### config.mk
export PLATFORM = sky130hd
export DESIGN_NAME = lnle_mul
export DESIGN_NICKNAME = d
export VERILOG_FILES = /design/src/sv/lnle_pkg.sv /design/src/sv/lnle_mul.sv
export SDC_FILE = /design/constraint.sdc
export NUM_CORES = 2
export LEC_CHECK = 0
export ABC_AREA = 1
export BUFFER_PORTS_ARGS = -buffer_cell sky130_fd_sc_hd__buf_2
export CORE_MARGIN = 4
export CORE_UTILIZATION = 40
export CTS_BUF_LIST = sky130_fd_sc_hd__clkbuf_16
export CTS_CLUSTER_DIAMETER = 30
export CTS_CLUSTER_SIZE = 12
export DETAILED_ROUTE_END_ITERATION = 8
export HOLD_SLACK_MARGIN = 0.08
export SLEW_MARGIN = 10
export SYNTH_ARGS = -nofsm -noshare
export SYNTH_HDL_FRONTEND = slang
export SYNTH_SLANG_ARGS = --single-unit
### constraint.sdc
create_clock -name clk -period 17.9 [get_ports clk]
set_input_delay 1.79 -clock clk [delete_from_list [all_inputs] [get_ports clk]]
set_output_delay 1.79 -clock clk [all_outputs]
set_load 0.05 [all_outputs]
### src/sv/lnle_pkg.sv
// shared types and constants of the leaky nlms line enhancer
// no dependencies; used by the design modules by scoped names
package lnle_pkg;

  localparam int SAMPLE_W  = 16;
  localparam int WEIGHT_W  = 24;
  localparam int SFRAC     = 15;
  localparam int WFRAC     = 22;
  localparam int PROD_W    = 40;   // weight times sample
  localparam int MUL_AW    = 34;
  localparam int MUL_BW    = 25;
  localparam int MUL_PW    = 59;
  localparam int POW_W     = 32;
  localparam int NUM_W     = 53;   // step dividend magnitude
  localparam int QSHIFT    = 22;
  localparam int Q_W       = 32;
  localparam int ALPHA_Q24 = 16777;
  localparam int LEAK_Q24  = 16775538;
  localparam int EPS_Q31   = 2147;
  localparam int RATE_MIN  = 66;
  localparam int RATE_MAX  = 32768;
  localparam int TAPS_MIN  = 4;
  localparam int TAPS_RST  = 64;
  localparam int RATE_RST  = 655;
  localparam int SMAX      = 32767;
  localparam int SMIN      = -32768;
  localparam int WMAX      = 8388607;
  localparam int WMIN      = -8388608;

  typedef enum logic [1:0] {
    REG_TAP_COUNT,
    REG_DELAY,
    REG_STEP_RATE,
    REG_OUT_MODE
  } cfg_reg_t;

  typedef enum logic [3:0] {
    ST_CLEAR,
    ST_IDLE,
    ST_MAC_MUL,
    ST_MAC_ACC,
    ST_PRED,
    ST_PWR_MUL,
    ST_PWR_UPD,
    ST_DEN_MUL,
    ST_NUM_MUL,
    ST_DIV_START,
    ST_DIV_WAIT,
    ST_UPD_LEAK,
    ST_UPD_STEP,
    ST_UPD_WRITE,
    ST_DONE
  } state_t;

  typedef struct packed {
    logic busy;
    logic done;
  } div_stat_t;

endpackage

### src/sv/lnle_mul.sv
// shared signed multiplier with registered product
// depends on lnle_pkg
module lnle_mul (
  input  logic                                   clk,
  input  logic signed [lnle_pkg::MUL_AW-1:0]     a,
  input  logic signed [lnle_pkg::MUL_BW-1:0]     b,
  output logic signed [lnle_pkg::MUL_PW-1:0]     p_r
);

  always_ff @(posedge clk) begin
    p_r <= a * b;
  end

endmodule

==> flow_metrics.env <==
export IMPL_numCtsBuffers=9
export IMPL_synth_nets=5502
export IMPL_fin_crit_sh=0.461
export IMPL_grt_pass1_wl_mm=155
export IMPL_setup_viol=0
export IMPL_cts_tree="built"
export IMPL_synth_top_area_share=0.515
export IMPL_async_reset_ff_frac=0
export IMPL_track_usage=0.222
export IMPL_top_register="p_r"
export IMPL_vias=25700
export IMPL_antenna_cells=0
export IMPL_hold_viol_final=0
export IMPL_root_buffer="clkbuf_16"
export IMPL_cp_data_required_time_ns=18.14
export IMPL_postSynthCellCount=4418
export IMPL_via_per_inst=4.73
export IMPL_holdPathStages=4
export IMPL_h_tree_depth=3
export IMPL_path_clk_slew_ns=0.07
export IMPL_yosysTopAreaCell="fa_1"
export IMPL_io_pins=119
export IMPL_first_pass_iters=5
export IMPL_grt_overflow_total=0
export IMPL_die_h_um=298
export IMPL_min_to="p_r[0]"
export IMPL_end_kind="flip-flop"
export IMPL_fin_util=0.422
export IMPL_first_iter_violations=1734
export IMPL_criticalPathCategory="input pin to flip-flop"
export IMPL_status="completed"
export IMPL_crit_path_top_delay_cell="fa_1"
export IMPL_fin_nets=5441
export IMPL_setup_tns_ns=0
export IMPL_whs_ns=1.98
export IMPL_ys_top_cells_by_area="fa_1, inv_1, nand2_1, ha_1, dfxtp_1"
export IMPL_cts_hold_buf=0
export IMPL_synth_cell_types=33
export IMPL_antenna_found_initial=7
export IMPL_postRouteAntennaNets=0
export IMPL_area_growth_pct=4.74
export IMPL_core_area_um2=83600
export IMPL_reg_largest_list="p_r x59"
export IMPL_drive_above_1_share=0.0468
export IMPL_path_max_fanout=34
export IMPL_io_buffers=118
export IMPL_grt_setup_unrepaired="no"
export IMPL_wl_per_cell_um=17.4
export IMPL_report_final_slew_viol_count=0
export IMPL_yosysSeqAreaShare=0.0351
export IMPL_synth_ff_type="dfxtp_1"
export IMPL_syn_area_um2=33700
export IMPL_largest_reg_flops=59
export IMPL_dp_cells=5426
export IMPL_hpwl_mm=79.9
export IMPL_cts_sinks=59
export IMPL_yosysWarnings=0
export IMPL_ys_top_cells_by_count="inv_1, nand2_1, fa_1"
export IMPL_worstMarginPinSlew_ns=1.01
export IMPL_floorplan_initialDensity=0.403
export IMPL_dieArea_um2=88800
export IMPL_fin_crit_ns=8.26
export IMPL_critPathMaxStageDelay_ns=1.05
export IMPL_instances_no_fill=5442
export IMPL_synth_most_common_cell="inv_1"
export IMPL_synth_edf_count=0
export IMPL_gp_congestion=0.958
export IMPL_syn_area_per_cell_um2=7.62
export IMPL_drc=0
export IMPL_fmax_mhz=121
export IMPL_maxCapViolCount=0
export IMPL_hp_start="a[0]"
export IMPL_maxSlewHeadroom=0.329
export IMPL_worstPathCellList="buf_2 > nand2_1 > inv_1 > fa_1 > fa_1 > fa_1 > inv_1 > fa_1 > inv_1 > fa_1 > inv_1 > fa_1 > inv_1 > ha_1 > nand2_1 > inv_1 > nand2_1 > nand2_1 > a21oi_1 > a21boi_0 > nand3_1 > nand2_1 > nand2_1"
export IMPL_hp_class="input pin to flip-flop"
export IMPL_drt_total_wl_mm=94.6
export IMPL_post_cts_buffers=0
export IMPL_dieWidth_um=298
export IMPL_clock_path_buffers=2
export IMPL_cp_start_kind="input pin"
export IMPL_grt_pass1_vias=27900
export IMPL_cts_resized=0
export IMPL_worstPathArrival_ns=8.50
export IMPL_rows=106
export IMPL_ys_ff_latch=59
export IMPL_grt_max_degree=35
[worst max-delay path, delay by kind of cell]
family,cells,cell delay (ns)
buffers and inverters,7,1.30
AND/OR/NAND/NOR,7,0.71
adder cells (fa/ha/maj),7,4.10
AO/OA/AOI/OAI,2,0.57
[routing by layer]
metal  vias up  track usage  part of all wire
met5         -            0          0.000085
met4         2       0.0385             0.017
met3       106       0.0232             0.062
met2       748        0.382              0.49
met1     13000        0.308              0.43
li1      11800            -                 -
[metrics by stage]
stage / instance area, µm² / setup WS [ns]
4_1_cts: 35300 / 9.66
5_1_grt: 35300 / 9.23
2_1_floorplan: 33700 / 10.16
3_3_place_gp: 34900 / 9.38
6_report: 35300 / 9.64
3_5_place_dp: 34900 / 9.31
[kinds of logic (layout without fill, tap and decap cells)]
logic type,Yosys count,after routing,share of synthesized area
DFF,59,59,0.0351
adders and majority gates,1024,1024,0.574
and+or+nand+nor,1580,1580,0.188
xor gates and xnor gates,35,35,0.00911
AOI/OAI and AO/OA,57,57,0.00900
buffers and inverters,1663,1607,0.185
[worst max-delay path by stage]
stage	from	end	slack [ns]	cells after the start
after floorplan	a[33]	p_r[58]	10.16	24
after global placement	b[2]	p_r[43]	9.38	24
after detailed placement	b[2]	p_r[43]	9.31	24
after CTS	b[2]	p_r[43]	9.66	24
after global routing	b[2]	p_r[43]	9.23	23
final	b[2]	p_r[43]	9.64	23
[layout make-up]
| cell class | count | area [µm²] |
|---|---|---|
| multi-input cells | 2696 | 26200 |
| well taps | 1080 | 1350 |
| fillers | 8614 | 48300 |
| inverters | 1462 | 5490 |
| repair buffers | 129 | 673 |
| clock inverters | 7 | 100 |
| flip-flops and latches | 59 | 1180 |
| clock buffers | 9 | 225 |
[cells in the final DEF (no fill, tap or decap), types with 3 or more instances in the layout]
master        n
nor2_4        4
a21oi_1      41
nand3b_1      4
nand4_1      19
inv_1      1458
dfxtp_1      59
nor3_1        5
clkinv_4      3
nor3_2        3
or2_2         7
nand3_2       6
nand2_1    1321
nor2_1      102
xnor2_1       7
ha_1        159
o21ai_0       9
o21bai_1      4
clkinv_1      3
buf_2       118
clkbuf_16     9
xor2_1       28
nor2_2       24
nand3_1      58
and2_1        5
nand2_2      13
buf_4        11
fa_1        865
Power is left out: the tool's default activity adds up to more than one toggle a clock period on the data nets, which glitch-free logic cannot reach.
