==> config.mk <==
export PLATFORM = sky130hd
export DESIGN_NAME = lnle_div
export DESIGN_NICKNAME = d
export VERILOG_FILES = /design/src/sv/lnle_pkg.sv /design/src/sv/lnle_div.sv
export SDC_FILE = /design/constraint.sdc
export NUM_CORES = 1
export LEC_CHECK = 0
export BUFFER_PORTS_ARGS = -buffer_cell sky130_fd_sc_hd__buf_2
export CAP_MARGIN = 25
export CORE_UTILIZATION = 30
export CTS_CLUSTER_DIAMETER = 50
export CTS_CLUSTER_SIZE = 10
export DETAILED_ROUTE_END_ITERATION = 10
export HOLD_SLACK_MARGIN = 0.05
export PLACE_DENSITY = 0.52
export SLEW_MARGIN = 25
export SYNTH_ARGS = -nofsm -noshare
export SYNTH_HDL_FRONTEND = slang
export SYNTH_SLANG_ARGS = --single-unit
==> constraint.sdc <==
create_clock -name clk -period 3.4 [get_ports clk]
set_clock_uncertainty 0.05 [all_clocks]
set_input_delay 0.34 -clock clk [delete_from_list [all_inputs] [get_ports clk]]
set_output_delay 0.34 -clock clk [all_outputs]
set_load 0.01 [all_outputs]
==> src/sv/lnle_pkg.sv <==
// shared types and constants of the leaky nlms line enhancer
// no dependencies; used by the design modules by scoped names
package lnle_pkg;

  localparam int SAMPLE_W  = 16;
  localparam int WEIGHT_W  = 24;
  localparam int SFRAC     = 15;
  localparam int WFRAC     = 22;
  localparam int PROD_W    = 40;   // weight times sample
  localparam int MUL_AW    = 34;
  localparam int MUL_BW    = 25;
  localparam int MUL_PW    = 59;
  localparam int POW_W     = 32;
  localparam int NUM_W     = 53;   // step dividend magnitude
  localparam int QSHIFT    = 22;
  localparam int Q_W       = 32;
  localparam int ALPHA_Q24 = 16777;
  localparam int LEAK_Q24  = 16775538;
  localparam int EPS_Q31   = 2147;
  localparam int RATE_MIN  = 66;
  localparam int RATE_MAX  = 32768;
  localparam int TAPS_MIN  = 4;
  localparam int TAPS_RST  = 64;
  localparam int RATE_RST  = 655;
  localparam int SMAX      = 32767;
  localparam int SMIN      = -32768;
  localparam int WMAX      = 8388607;
  localparam int WMIN      = -8388608;

  typedef enum logic [1:0] {
    REG_TAP_COUNT,
    REG_DELAY,
    REG_STEP_RATE,
    REG_OUT_MODE
  } cfg_reg_t;

  typedef enum logic [3:0] {
    ST_CLEAR,
    ST_IDLE,
    ST_MAC_MUL,
    ST_MAC_ACC,
    ST_PRED,
    ST_PWR_MUL,
    ST_PWR_UPD,
    ST_DEN_MUL,
    ST_NUM_MUL,
    ST_DIV_START,
    ST_DIV_WAIT,
    ST_UPD_LEAK,
    ST_UPD_STEP,
    ST_UPD_WRITE,
    ST_DONE
  } state_t;

  typedef struct packed {
    logic busy;
    logic done;
  } div_stat_t;

endpackage

==> src/sv/lnle_div.sv <==
// unsigned restoring divider, one quotient bit per cycle
// depends on lnle_pkg
module lnle_div #(
  parameter int NW = 53,
  parameter int DW = 42
) (
  input  logic                   clk,
  input  logic                   rst_n,
  input  logic                   start,
  input  logic [NW-1:0]          num,
  input  logic [DW-1:0]          den,
  output lnle_pkg::div_stat_t    stat,
  output logic [NW-1:0]          quo_r
);

  localparam int CW = $clog2(NW + 1);

  logic [CW-1:0] cnt_r, cnt_nxt;
  logic [DW-1:0] rem_r, rem_nxt;
  logic [DW-1:0] den_r, den_nxt;
  logic [NW-1:0] quo_nxt;
  logic          busy_r, busy_nxt;
  logic          done_r, done_nxt;
  logic [DW:0]   sh;

  always_comb begin
    sh       = {rem_r, quo_r[NW-1]};
    cnt_nxt  = cnt_r;
    rem_nxt  = rem_r;
    den_nxt  = den_r;
    quo_nxt  = quo_r;
    busy_nxt = busy_r;
    done_nxt = 1'b0;
    if (start) begin
      cnt_nxt  = CW'(NW);
      rem_nxt  = '0;
      den_nxt  = den;
      quo_nxt  = num;
      busy_nxt = 1'b1;
    end else if (busy_r) begin
      if (sh >= {1'b0, den_r}) begin
        rem_nxt = DW'(sh - {1'b0, den_r});
        quo_nxt = {quo_r[NW-2:0], 1'b1};
      end else begin
        rem_nxt = sh[DW-1:0];
        quo_nxt = {quo_r[NW-2:0], 1'b0};
      end
      cnt_nxt = cnt_r - CW'(1);
      if (cnt_r == CW'(1)) begin
        busy_nxt = 1'b0;
        done_nxt = 1'b1;
      end
    end
  end

  always_ff @(posedge clk) begin
    if (!rst_n) begin
      busy_r <= 1'b0;
      done_r <= 1'b0;
      cnt_r  <= '0;
    end else begin
      busy_r <= busy_nxt;
      done_r <= done_nxt;
      cnt_r  <= cnt_nxt;
    end
    rem_r <= rem_nxt;
    den_r <= den_nxt;
    quo_r <= quo_nxt;
  end

  assign stat.busy = busy_r;
  assign stat.done = done_r;

endmodule

==> out/qor.yml <==
place:
  pre_cts_ws_ns: 0.195
  gp_congestion: 0.860
  hpwl_mm: 15.1
  port_buffers: 152
  placed_area_mm2: 0.00936
floorplanning:
  die_x_um: 168
  die_y_um: 168
  die_area_mm2: 0.0283
  ios: 153
  core_area_mm2: 0.0270
  num_rows: 60
  initial_core_util: 0.306
synth:
  synth-seq-cells: 145
  synth-async-reset-ratio: 0
  syn_inst: 783
  synth_commonest_cells: "edfxtp_1 (95), nor2_1 (62), inv_1 (54), mux2_2 (53), nand2_1 (53)"
  synth_edf_count: 95
  yosysWarnings: 0
  synth_most_common_cell: "edfxtp_1"
  syn_avg_cell_area_um2: 10.6
  ys_types: 61
  synth_top_area_cell: "edfxtp_1"
  synth_flop_cell: "edfxtp_1"
  ys_seq_area_frac: 0.466
  syn_nets: 926
  synth_area_mm2: 0.00828
  synth_area_leaders: "edfxtp_1 (34%), dfxtp_1 (12%), mux2_2 (7.2%)"
  synth_top_area_frac: 0.345
worst_setup_path:
  crit_slowest_cell: "fa_1"
  cp.arrival_ns: 3.48
  cpMostUsedCell: "a21oi_1"
  path_class: "reg -> reg"
  critPathRequiredTime_ns: 3.70
  critical-path-max-stage-delay_ns: 0.41
  crit_chain: "inv_1 > ha_1 > inv_1 > fa_1 > a21oi_1 > o221ai_1 > a21oi_1 > o311ai_2 > a41o_1 > a21oi_1 > xnor2_1 > mux2i_1 > a211oi_1"
  cp-end-kind: "flip-flop"
  worstPathMaxFanout: 3
  start_kind: "flip-flop"
detailed_routing:
  drt-wirelength-per-cell_um: 15.7
  viasPerCell: 4.84
  via_count: 6400
  ant_nets: 0
  dr.first_iter.drc_count: 305
  routed_wl_mm: 20.7
  detail_route.first_pass.iterations: 4
  drc: 0
finish:
  nNetsFinal: 1110
  num_antenna_cells: 0
  area.growth.synth_to_final_pct: 25.6
  ff_latch_area_mm2: 0.00385
  fin_area_mm2: 0.0104
  drive_gt1_frac: 0.279
  fillers: 2725
  multiInputGateArea_mm2: 0.00402
timing:
  layout_setup_ws_ns: 0.222
  post-route-min-period_ns: 3.18
  hold_violations: 0
  finalMaxSlewViolations: 0
  rsz0062_at_grt: "yes"
  setup_viol_count_final: 0
  fmax_mhz: 315
  worst_pin_slew_ns: 0.717
  post-route-period-util: 0.935
  slew_headroom: 0.522
clock_network:
  cts_tree: "done"
  cts.sinks: 145
  cts_buffer_depth: 2
  clk_latency_ns: 0.43
  post-cts-setup-buffer-count: 0
  clk_pin_slew_ns: 0.07
  clockRootBuffer: "clkbuf_16"
  cts_buffers: 17
  cts_max_level: 4
run_status:
  status: "completed"
global_route:
  track_usage: 0.150
  antenna_found_initial: 0
  grt-ovfl-total: 0
  grt_start_max_net_pins: 60
  first_global_vias: 6347
  grt_first_pass_wirelength_mm: 33.3
hold_path:
  min-delay-path-class: "in -> reg"
power_and_ir_drop:
  p_leak_nw: 4.36
  cellPowerDensity_mw_per_mm2: 517
  ir_worst_vdd_mv: 0.291
flow_run:
  cap_violations: 0
## final timing paths
path         startpoint         to  slack [ns]  depth (start not counted)
max reg2reg   quo_r[52]  rem_r[32]        0.22                         13
max           quo_r[52]  rem_r[32]        0.22                         13
min              den[2]   den_r[2]        0.08                          1
min reg2reg    rem_r[3]   rem_r[3]        0.42                          2
## logic make-up (layout without fill, tap and decap cells)
| family | count (synthesis) | in the layout | share of synthesized area |
|---|---|---|---|
| AO/OA/AOI/OAI | 175 | 175 | 0.147 |
| XOR/XNOR | 42 | 42 | 0.0444 |
| adder cells (fa/ha/maj) | 45 | 45 | 0.0689 |
| buffers and inverters | 95 | 292 | 0.0506 |
| flip-flops | 145 | 145 | 0.466 |
| multiplexers | 88 | 88 | 0.114 |
| AND/OR/NAND/NOR | 193 | 193 | 0.109 |
## per-layer routing
layer	up-vias	part of all wire	GRT usage
met4	0	0.0099	0.0395
met2	167	0.45	0.234
met3	18	0.061	0.0435
met5	-	0	0
li1	3241	-	-
met1	2974	0.48	0.202
## power breakdown
part	leakage [nW]	switching (mW)	total [mW]	internal, mW
clock network	0.296	0.862	1.98	1.12
logic	2.71	0.687	1.24	0.553
registers	1.36	0.0926	2.15	2.06
## sequential cells by signal, indices dropped and copies added (netlist names)
| signal | cells |
|---|---|
| busy_r | 1 |
| cnt_r | 6 |
| den_r | 42 |
| done_r | 1 |
| quo_r | 53 |
| rem_r | 42 |
## cell usage in the layout (no fill, tap or decap), drive strengths merged, types with 35 or more instances in the layout
cell         Yosys  layout
a211oi          36      36
a21oi           46      46
buf             19     165
dfxtp           50      50
dlygate4sd3      0      41
edfxtp          95      95
ha              44      44
inv             54      62
mux2            53      53
mux2i           35      35
nand2           54      54
nor2            62      62
## per-stage QoR
stage | TNS [ns] | utilization | hold slack (ns) | cells | total power [mW]
final | 0 | 0.385 | 0.0817 | 1321 | 5.38
after floorplan | 0 | - | 0.389 | 783 | 3.05
after global routing | -0.0265 | 0.385 | 0.0589 | 1321 | 5.67
after global placement | 0 | 0.346 | 0.405 | 1248 | 3.40
after CTS | 0 | 0.384 | 0.0738 | 1321 | 5.45
after detailed placement | 0 | 0.346 | 0.418 | 1248 | 3.40
## area by class of cell
type | count | area share
Multi-Input combinational cell | 543 | 0.386
Sequential cell | 145 | 0.371
Timing Repair Buffer | 206 | 0.123
Tap cell | 341 | 0.0410
Clock buffer | 17 | 0.0409
Inverter | 54 | 0.0195
Clock inverter | 15 | 0.0182
## repair_timing
action                                 in CTS  in global routing
hold buffers                               41                  0
setup endpoints to repair                   0                  3
gates resized for setup                     0                  2
endpoints found under the hold margin      41                  0
## worst max-delay path: cells and delay by family (launching register included)
kind | cells | cell delay (ns)
AO/OA/AOI/OAI | 7 | 1.71
adder cells (fa/ha/maj) | 2 | 0.57
flip-flops | 1 | 0.40
buffers and inverters | 2 | 0.15
XOR/XNOR | 1 | 0.14
multiplexers | 1 | 0.09
Power figures use the tool's default switching activity.
